File: config.mk
export PLATFORM = sky130hd
export DESIGN_NAME = matrix_keypad_debouncer
export DESIGN_NICKNAME = d
export VERILOG_FILES = /design/src/rtl/mkd_pkg.sv /design/src/rtl/mkd_key_cell.sv /design/src/rtl/matrix_keypad_debouncer.sv
export SDC_FILE = /design/constraint.sdc
export NUM_CORES = 1
export LEC_CHECK = 0
export BUFFER_PORTS_ARGS = -buffer_cell sky130_fd_sc_hd__buf_2
export CAP_MARGIN = 20
export CELL_PAD_IN_SITES_DETAIL_PLACEMENT = 1
export CELL_PAD_IN_SITES_GLOBAL_PLACEMENT = 2
export CORE_MARGIN = 4
export CORE_UTILIZATION = 40
export CTS_CLUSTER_SIZE = 10
export DETAILED_ROUTE_END_ITERATION = 6
export HOLD_SLACK_MARGIN = 0.1
export MAX_ROUTING_LAYER = met4
export PLACE_DENSITY = 0.86
export SLEW_MARGIN = 20
export SYNTH_ARGS = -nofsm -noshare
export SYNTH_HDL_FRONTEND = slang
export SYNTH_SLANG_ARGS = --single-unit
File: constraint.sdc
create_clock -name i_clk -period 4.61 [get_ports i_clk]
set_input_delay 0.461 -clock i_clk [delete_from_list [all_inputs] [get_ports i_clk]]
set_output_delay 0.461 -clock i_clk [all_outputs]
set_load 0.03 [all_outputs]
File: src/rtl/mkd_pkg.sv
// shared types and constants of the matrix keypad debouncer
package mkd_pkg;

    // default matrix geometry
    localparam int NUM_COLUMNS_DEF = 3;
    localparam int NUM_ROWS_DEF    = 4;

    // field widths
    localparam int TICKS_W     = 8;
    localparam int FUNC_W      = 2;
    localparam int COLUMN_W    = 2;
    localparam int ROWS_W      = 4;
    localparam int KEY_W       = 4;
    localparam int LEVELS_W    = 12;
    localparam int IN_TDATA_W  = 16;
    localparam int OUT_TDATA_W = 16;

    // widths wide enough for the largest matrix (8 by 8)
    localparam int COL_IDX_W = 3;
    localparam int KEY_IDX_W = 6;

    localparam logic [TICKS_W-1:0] TICKS_RESET = 8'd100;

    typedef enum logic [FUNC_W-1:0] {
        FUNC_SAMPLE       = 2'd0,
        FUNC_TAKE_PRESS   = 2'd1,
        FUNC_TAKE_RELEASE = 2'd2,
        FUNC_RESET_ALL    = 2'd3
    } t_func;

    typedef enum logic [1:0] {
        EDGE_IDLE    = 2'd0,
        EDGE_PRESS   = 2'd1,
        EDGE_RELEASE = 2'd2
    } t_edge;

    // per-key command decoded from one request
    typedef struct packed {
        logic sample;
        logic level;
        logic take_press;
        logic take_release;
        logic clear_all;
    } t_key_cmd;

endpackage

File: src/rtl/mkd_key_cell.sv
// state and update logic of one key: raw sample, countdown, level, pending edge
module mkd_key_cell (
    input  logic                          i_clk,
    input  logic                          i_rst_n,
    input  logic                          i_en,
    input  mkd_pkg::t_key_cmd             i_cmd,
    input  logic [mkd_pkg::TICKS_W-1:0]   i_ticks,
    output logic                          o_level_next,
    output logic                          o_taken
);

    logic                        r_last;
    logic                        n_last;
    logic [mkd_pkg::TICKS_W-1:0] r_count;
    logic [mkd_pkg::TICKS_W-1:0] n_count;
    logic                        r_level;
    logic                        n_level;
    mkd_pkg::t_edge              r_pending;
    mkd_pkg::t_edge              n_pending;
    logic [mkd_pkg::TICKS_W-1:0] w_dec;
    logic                        w_taken;

    // countdown saturates at zero
    assign w_dec = (r_count != '0) ? (r_count - mkd_pkg::TICKS_W'(1)) : '0;

    always_comb begin
        n_last    = r_last;
        n_count   = r_count;
        n_level   = r_level;
        n_pending = r_pending;
        w_taken   = 1'b0;
        if (i_en) begin
            if (i_cmd.clear_all) begin
                // countdown is left as it is
                n_last    = 1'b0;
                n_level   = 1'b0;
                n_pending = mkd_pkg::EDGE_IDLE;
            end else if (i_cmd.sample) begin
                if (i_cmd.level != r_last) begin
                    n_count = i_ticks;
                    n_last  = i_cmd.level;
                end else begin
                    n_count = w_dec;
                    if (w_dec == '0) begin
                        if (i_cmd.level && !r_level) begin
                            n_pending = mkd_pkg::EDGE_PRESS;
                        end else if (!i_cmd.level && r_level) begin
                            n_pending = mkd_pkg::EDGE_RELEASE;
                        end
                        n_level = i_cmd.level;
                    end
                end
            end else if (i_cmd.take_press && (r_pending == mkd_pkg::EDGE_PRESS)) begin
                n_pending = mkd_pkg::EDGE_IDLE;
                w_taken   = 1'b1;
            end else if (i_cmd.take_release && (r_pending == mkd_pkg::EDGE_RELEASE)) begin
                n_pending = mkd_pkg::EDGE_IDLE;
                w_taken   = 1'b1;
            end
        end
    end

    always_ff @(posedge i_clk) begin
        if (!i_rst_n) begin
            r_last    <= 1'b0;
            r_count   <= '0;
            r_level   <= 1'b0;
            r_pending <= mkd_pkg::EDGE_IDLE;
        end else begin
            r_last    <= n_last;
            r_count   <= n_count;
            r_level   <= n_level;
            r_pending <= n_pending;
        end
    end

    assign o_level_next = n_level;
    assign o_taken      = w_taken;

endmodule

File: src/rtl/matrix_keypad_debouncer.sv
// matrix keypad debouncer top level: request register, key cells, result register
// an accepted request is held in the request register, then its result in the result register
// throughput: one request per cycle while results are not stalled
// a stalled result holds in the result register while the request register takes one more
// reset (synchronous, active low) releases all keys, zeroes countdowns, reload value 100
// the configuration channel is always ready; write it only while the block is idle
module matrix_keypad_debouncer #(
    parameter int NUM_COLUMNS = mkd_pkg::NUM_COLUMNS_DEF,
    parameter int NUM_ROWS    = mkd_pkg::NUM_ROWS_DEF
) (
    input  logic                              i_clk,
    input  logic                              i_rst_n,
    // configuration write: debounce reload value
    input  logic                              i_cfg_valid,
    output logic                              o_cfg_ready,
    input  logic [mkd_pkg::TICKS_W-1:0]       i_cfg_data,
    // request stream
    input  logic                              s_axis_tvalid,
    output logic                              s_axis_tready,
    input  logic [mkd_pkg::IN_TDATA_W-1:0]    s_axis_tdata,  // column[1:0], rows_low[5:2], key[9:6]
    input  logic [mkd_pkg::FUNC_W-1:0]        s_axis_tuser,  // func[1:0]
    // result stream
    output logic                              m_axis_tvalid,
    input  logic                              m_axis_tready,
    output logic [mkd_pkg::OUT_TDATA_W-1:0]   m_axis_tdata   // key_levels[11:0], edge_taken[12]
);

    localparam int NUM_KEYS  = NUM_COLUMNS * NUM_ROWS;
    // keys that show up in the level field
    localparam int SHOWN     = (NUM_KEYS < mkd_pkg::LEVELS_W) ? NUM_KEYS : mkd_pkg::LEVELS_W;

    // debounce reload value
    logic [mkd_pkg::TICKS_W-1:0]  r_ticks;

    // request register
    logic                         r_in_valid;
    logic                         n_in_valid;
    mkd_pkg::t_func               r_func;
    logic [mkd_pkg::COLUMN_W-1:0] r_column;
    logic [mkd_pkg::ROWS_W-1:0]   r_rows;
    logic [mkd_pkg::KEY_W-1:0]    r_key;

    // result register
    logic                         r_out_valid;
    logic                         n_out_valid;
    logic [mkd_pkg::LEVELS_W-1:0] r_levels;
    logic                         r_taken;

    logic                         w_out_ready;
    logic                         w_fire;
    logic                         w_in_accept;
    logic [NUM_KEYS-1:0]          w_level_next;
    logic [NUM_KEYS-1:0]          w_key_taken;
    logic [mkd_pkg::LEVELS_W-1:0] w_levels;

    // the request register advances whenever the result register can take a result
    assign w_out_ready   = !r_out_valid || m_axis_tready;
    assign w_fire        = r_in_valid && w_out_ready;
    assign s_axis_tready = !r_in_valid || w_out_ready;
    assign w_in_accept   = s_axis_tvalid && s_axis_tready;
    assign o_cfg_ready   = 1'b1;

    always_ff @(posedge i_clk) begin
        if (!i_rst_n) begin
            r_ticks <= mkd_pkg::TICKS_RESET;
        end else if (i_cfg_valid) begin
            r_ticks <= i_cfg_data;
        end
    end

    always_comb begin
        n_in_valid = r_in_valid;
        if (w_in_accept) begin
            n_in_valid = 1'b1;
        end else if (w_fire) begin
            n_in_valid = 1'b0;
        end
    end

    always_ff @(posedge i_clk) begin
        if (!i_rst_n) begin
            r_in_valid <= 1'b0;
        end else begin
            r_in_valid <= n_in_valid;
        end
    end

    // request payload, unpacked on the way in
    always_ff @(posedge i_clk) begin
        if (w_in_accept) begin
            r_func   <= mkd_pkg::t_func'(s_axis_tuser);
            r_column <= s_axis_tdata[1:0];
            r_rows   <= s_axis_tdata[5:2];
            r_key    <= s_axis_tdata[9:6];
        end
    end

    // one cell per key; key index is column plus columns times row
    for (genvar k = 0; k < NUM_KEYS; k++) begin : g_key
        localparam int COL_IDX = k % NUM_COLUMNS;
        localparam int ROW_IDX = k / NUM_COLUMNS;

        mkd_pkg::t_key_cmd w_cmd;
        logic              w_col_hit;
        logic              w_key_hit;

        // a column beyond the matrix never matches, so that sample is dropped
        assign w_col_hit = ({1'b0, r_column} == mkd_pkg::COL_IDX_W'(COL_IDX));
        assign w_key_hit = ({2'b00, r_key} == mkd_pkg::KEY_IDX_W'(k));

        assign w_cmd.sample       = (r_func == mkd_pkg::FUNC_SAMPLE) && w_col_hit;
        assign w_cmd.take_press   = (r_func == mkd_pkg::FUNC_TAKE_PRESS) && w_key_hit;
        assign w_cmd.take_release = (r_func == mkd_pkg::FUNC_TAKE_RELEASE) && w_key_hit;
        assign w_cmd.clear_all    = (r_func == mkd_pkg::FUNC_RESET_ALL);

        // rows past the sampled field always read released
        if (ROW_IDX < mkd_pkg::ROWS_W) begin : g_row
            assign w_cmd.level = r_rows[ROW_IDX];
        end else begin : g_no_row
            assign w_cmd.level = 1'b0;
        end

        mkd_key_cell u_cell (
            .i_clk        (i_clk),
            .i_rst_n      (i_rst_n),
            .i_en         (w_fire),
            .i_cmd        (w_cmd),
            .i_ticks      (r_ticks),
            .o_level_next (w_level_next[k]),
            .o_taken      (w_key_taken[k])
        );
    end

    // level field: keys past twelve are not shown, missing keys read released
    for (genvar b = 0; b < mkd_pkg::LEVELS_W; b++) begin : g_lvl
        if (b < SHOWN) begin : g_on
            assign w_levels[b] = w_level_next[b];
        end else begin : g_off
            assign w_levels[b] = 1'b0;
        end
    end

    always_comb begin
        n_out_valid = r_out_valid;
        if (w_fire) begin
            n_out_valid = 1'b1;
        end else if (m_axis_tready) begin
            n_out_valid = 1'b0;
        end
    end

    always_ff @(posedge i_clk) begin
        if (!i_rst_n) begin
            r_out_valid <= 1'b0;
        end else begin
            r_out_valid <= n_out_valid;
        end
    end

    always_ff @(posedge i_clk) begin
        if (w_fire) begin
            r_levels <= w_levels;
            r_taken  <= |w_key_taken;
        end
    end

    assign m_axis_tvalid = r_out_valid;
    assign m_axis_tdata  = {3'b000, r_taken, r_levels};

endmodule

==> reports/results.ini <==
[run_status]
status=finished clean

[cts]
hold_buffers=0
cts_buffer_depth=2
cts_root_buffer=clkbuf_16
cts_resized=0
cts_setup_buffers=0
clock_latency_ns=0.45
numCtsBuffers=17
path_clk_slew_ns=0.07
cts.sinks=179
tritoncts=done
htree_levels=4

[yosys]
synth_cell_types=84
ys_ff_latch=179
syn_area_um2=11600
ys_warn_count=0
synthCells=1446
synth_top_cell_by_area=dfxtp_1
synth-edff-count=25
synthFlopType=dfxtp_1
synth_seq_area_share=0.331
async_reset_ff_frac=0
synth_top_area_share=0.266
synth_area_per_cell_um2=8.02
yosys-top-cells-area=dfxtp_1 (27%), edfxtp_1 (6.5%), nand2_1 (4.3%)

[routing]
routed_wl_um=35500
first_pass_iters=5
vias=10864
drt-initial-drc-count=641
vias_per_cell=5.95
antenna_left=0
wire_per_inst_um=19.5
drc_errors=0

[job]
drv_cap=0

[setup_path]
critPathMaxFanout=14
worstPathArrival_ns=3.24
critPathLaunch=r_func[0]
end_kind=flop
critPathMostFrequentCell=and2_1
crit_slowest_cell=nor2_1
r2r-start=r_func[0]
critical_path.max_stage_delay_ns=1.00
path_class=reg -> reg
crit_required_ns=4.99
startpoint_type=flop
crit_path_cell_trace=and2_1 -> nor2_1 -> nand4_1 -> mux2_1 -> nand2_1 -> and2_1

[timing]
rsz0062_at_grt=false
fmax_mhz=350
fin_tns_setup_ns=0
whs_ns=0.188
worst_pin_slew_ns=1.18
finalSetupViolations=0
hold_viol=0
fin_crit_sh=0.620
min_period_ns=2.86
slew_viol_final=0
slew_headroom=0.211
finalClockSkew_ns=0.0136

[grt]
grt_overflow=0
antenna_found_initial=0
grtUsageTotal=0.229
grt_pass1_vias=10634
grt_max_degree=111
grt_pass1_wl_um=57000

[cells_and_area]
final_nets=1488
drive_gt1_frac=0.0756
antennaDiodeCount=0
fin_util=0.439
fill_cells=3479
syn2layout_area_growth_pct=8.29

[die]
die_area_um2=31800
io-pin-count=50
die_w_um=178
core_um2=28600
start_util=0.405
rows=62
die_h_um=178

[place]
portBuffers=39
place.gp.congestion=0.872
dp_hpwl_um=24100

[pwr]
power_w=0.00351
ir_drop_uv=250
p_leak_nw=4.72
power_density_nw_per_um2=279

[hold_path]
hold_start=s_axis_tdata[1]
hold_class=in -> reg

==> routing by layer <==
metal / up-vias / share of wire / routed length, µm / GRT usage
li1: 5225 / - / - / -
met1: 5423 / 0.47 / 16600 / 0.295
met2: 172 / 0.48 / 17200 / 0.380
met3: 44 / 0.033 / 1160 / 0.0309
met4: 0 / 0.016 / 558 / 0.0614
met5: - / 0 / 0 / -
==> placed cells by master, fill, tap and decap left out, drive strengths merged, types with 42 or more instances in the layout <==
cell,instances
dfxtp,154
a21oi,75
buf,57
nand2,135
nor2,114
inv,57
nor3,42
and2,52
o21ai,122
nor2b,68
==> layout make-up <==
cell class	instances	area (µm²)	area share
inverter	53	199	0.0158
clock inverter	14	153	0.0122
clock buffer	18	429	0.0342
tap	384	480	0.0383
sequential	179	3830	0.305
multi-input combinational	1121	7130	0.568
timing repair buffer	57	333	0.0265
==> per-stage QoR <==
| step | worst slack [ns] | area, µm² | cells |
|---|---|---|---|
| after detailed placement | 1.76 | 12000 | 1794 |
| after CTS | 1.78 | 12600 | 1826 |
| after global placement | 1.80 | 12000 | 1794 |
| after global routing | 1.57 | 12600 | 1826 |
| final | 1.75 | 12600 | 1826 |
| after floorplan | 2.21 | 11600 | 1448 |
==> where the power goes <==
| part | internal, W | switching (W) | leakage [nW] |
|---|---|---|---|
| combinational | 0.000123 | 0.000233 | 2.96 |
| clock | 0.000806 | 0.000685 | 0.277 |
| sequential | 0.00160 | 0.0000576 | 1.49 |
==> registers in the layout, indices dropped and copies added (netlist names), 2 cells and up <==
name                    count
g_key.u_cell.r_pending     24
r_key                       4
r_func                      2
r_levels                   12
r_ticks                     8
g_key.u_cell.r_level       12
g_key.u_cell.r_last        12
r_rows                      4
g_key.u_cell.r_count       96
r_column                    2
==> worst paths after layout <==
kind         slack, ns                      endpoint  cells after the start
max               1.75       g_key[2].u_cell.r_level                      6
min               0.19                   r_column[1]                      1
max reg2reg       1.75       g_key[2].u_cell.r_level                      6
min reg2reg       0.47  g_key[8].u_cell.r_pending[0]                      2
==> synth_stat cells (all sizes together), types with 7 or more instances <==
cell type  count
ha            28
xor2          19
o211a         27
a221oi         7
mux2i         35
nor4          15
inv           53
and3           9
o22ai         10
dfxtp        154
xnor2         28
nor3          42
nand3         30
nor4b          7
nand3b        11
nor2         114
or4b           7
a21oi         75
o21ai        122
a32oi         22
clkbuf        80
and2          52
a21boi        14
nand4          7
nor2b         68
edfxtp        25
a211oi        19
nor3b         30
nand2b        21
a31oi         15
a221o         11
a22oi         25
o211ai        22
buf           15
nand2        135
or3            7
==> logic make-up after synthesis <==
group | count (synthesis) | synth area share
flip-flops | 179 | 0.331
AND/OR/NAND/NOR | 579 | 0.266
adder cells (fa/ha/maj) | 28 | 0.0302
buffers and inverters | 148 | 0.0562
other | 2 | 0.000648
AO/OA/AOI/OAI | 426 | 0.249
multiplexers | 37 | 0.0322
XOR/XNOR | 47 | 0.0355
==> worst max-delay path, delay by kind of cell, from the launching register on <==
kind             cells  cell delay [ns]
flip-flops           1             0.60
multiplexers         1             0.33
AND/OR/NAND/NOR      5             1.86
Note: power is estimated with default switching activity, not from simulation.
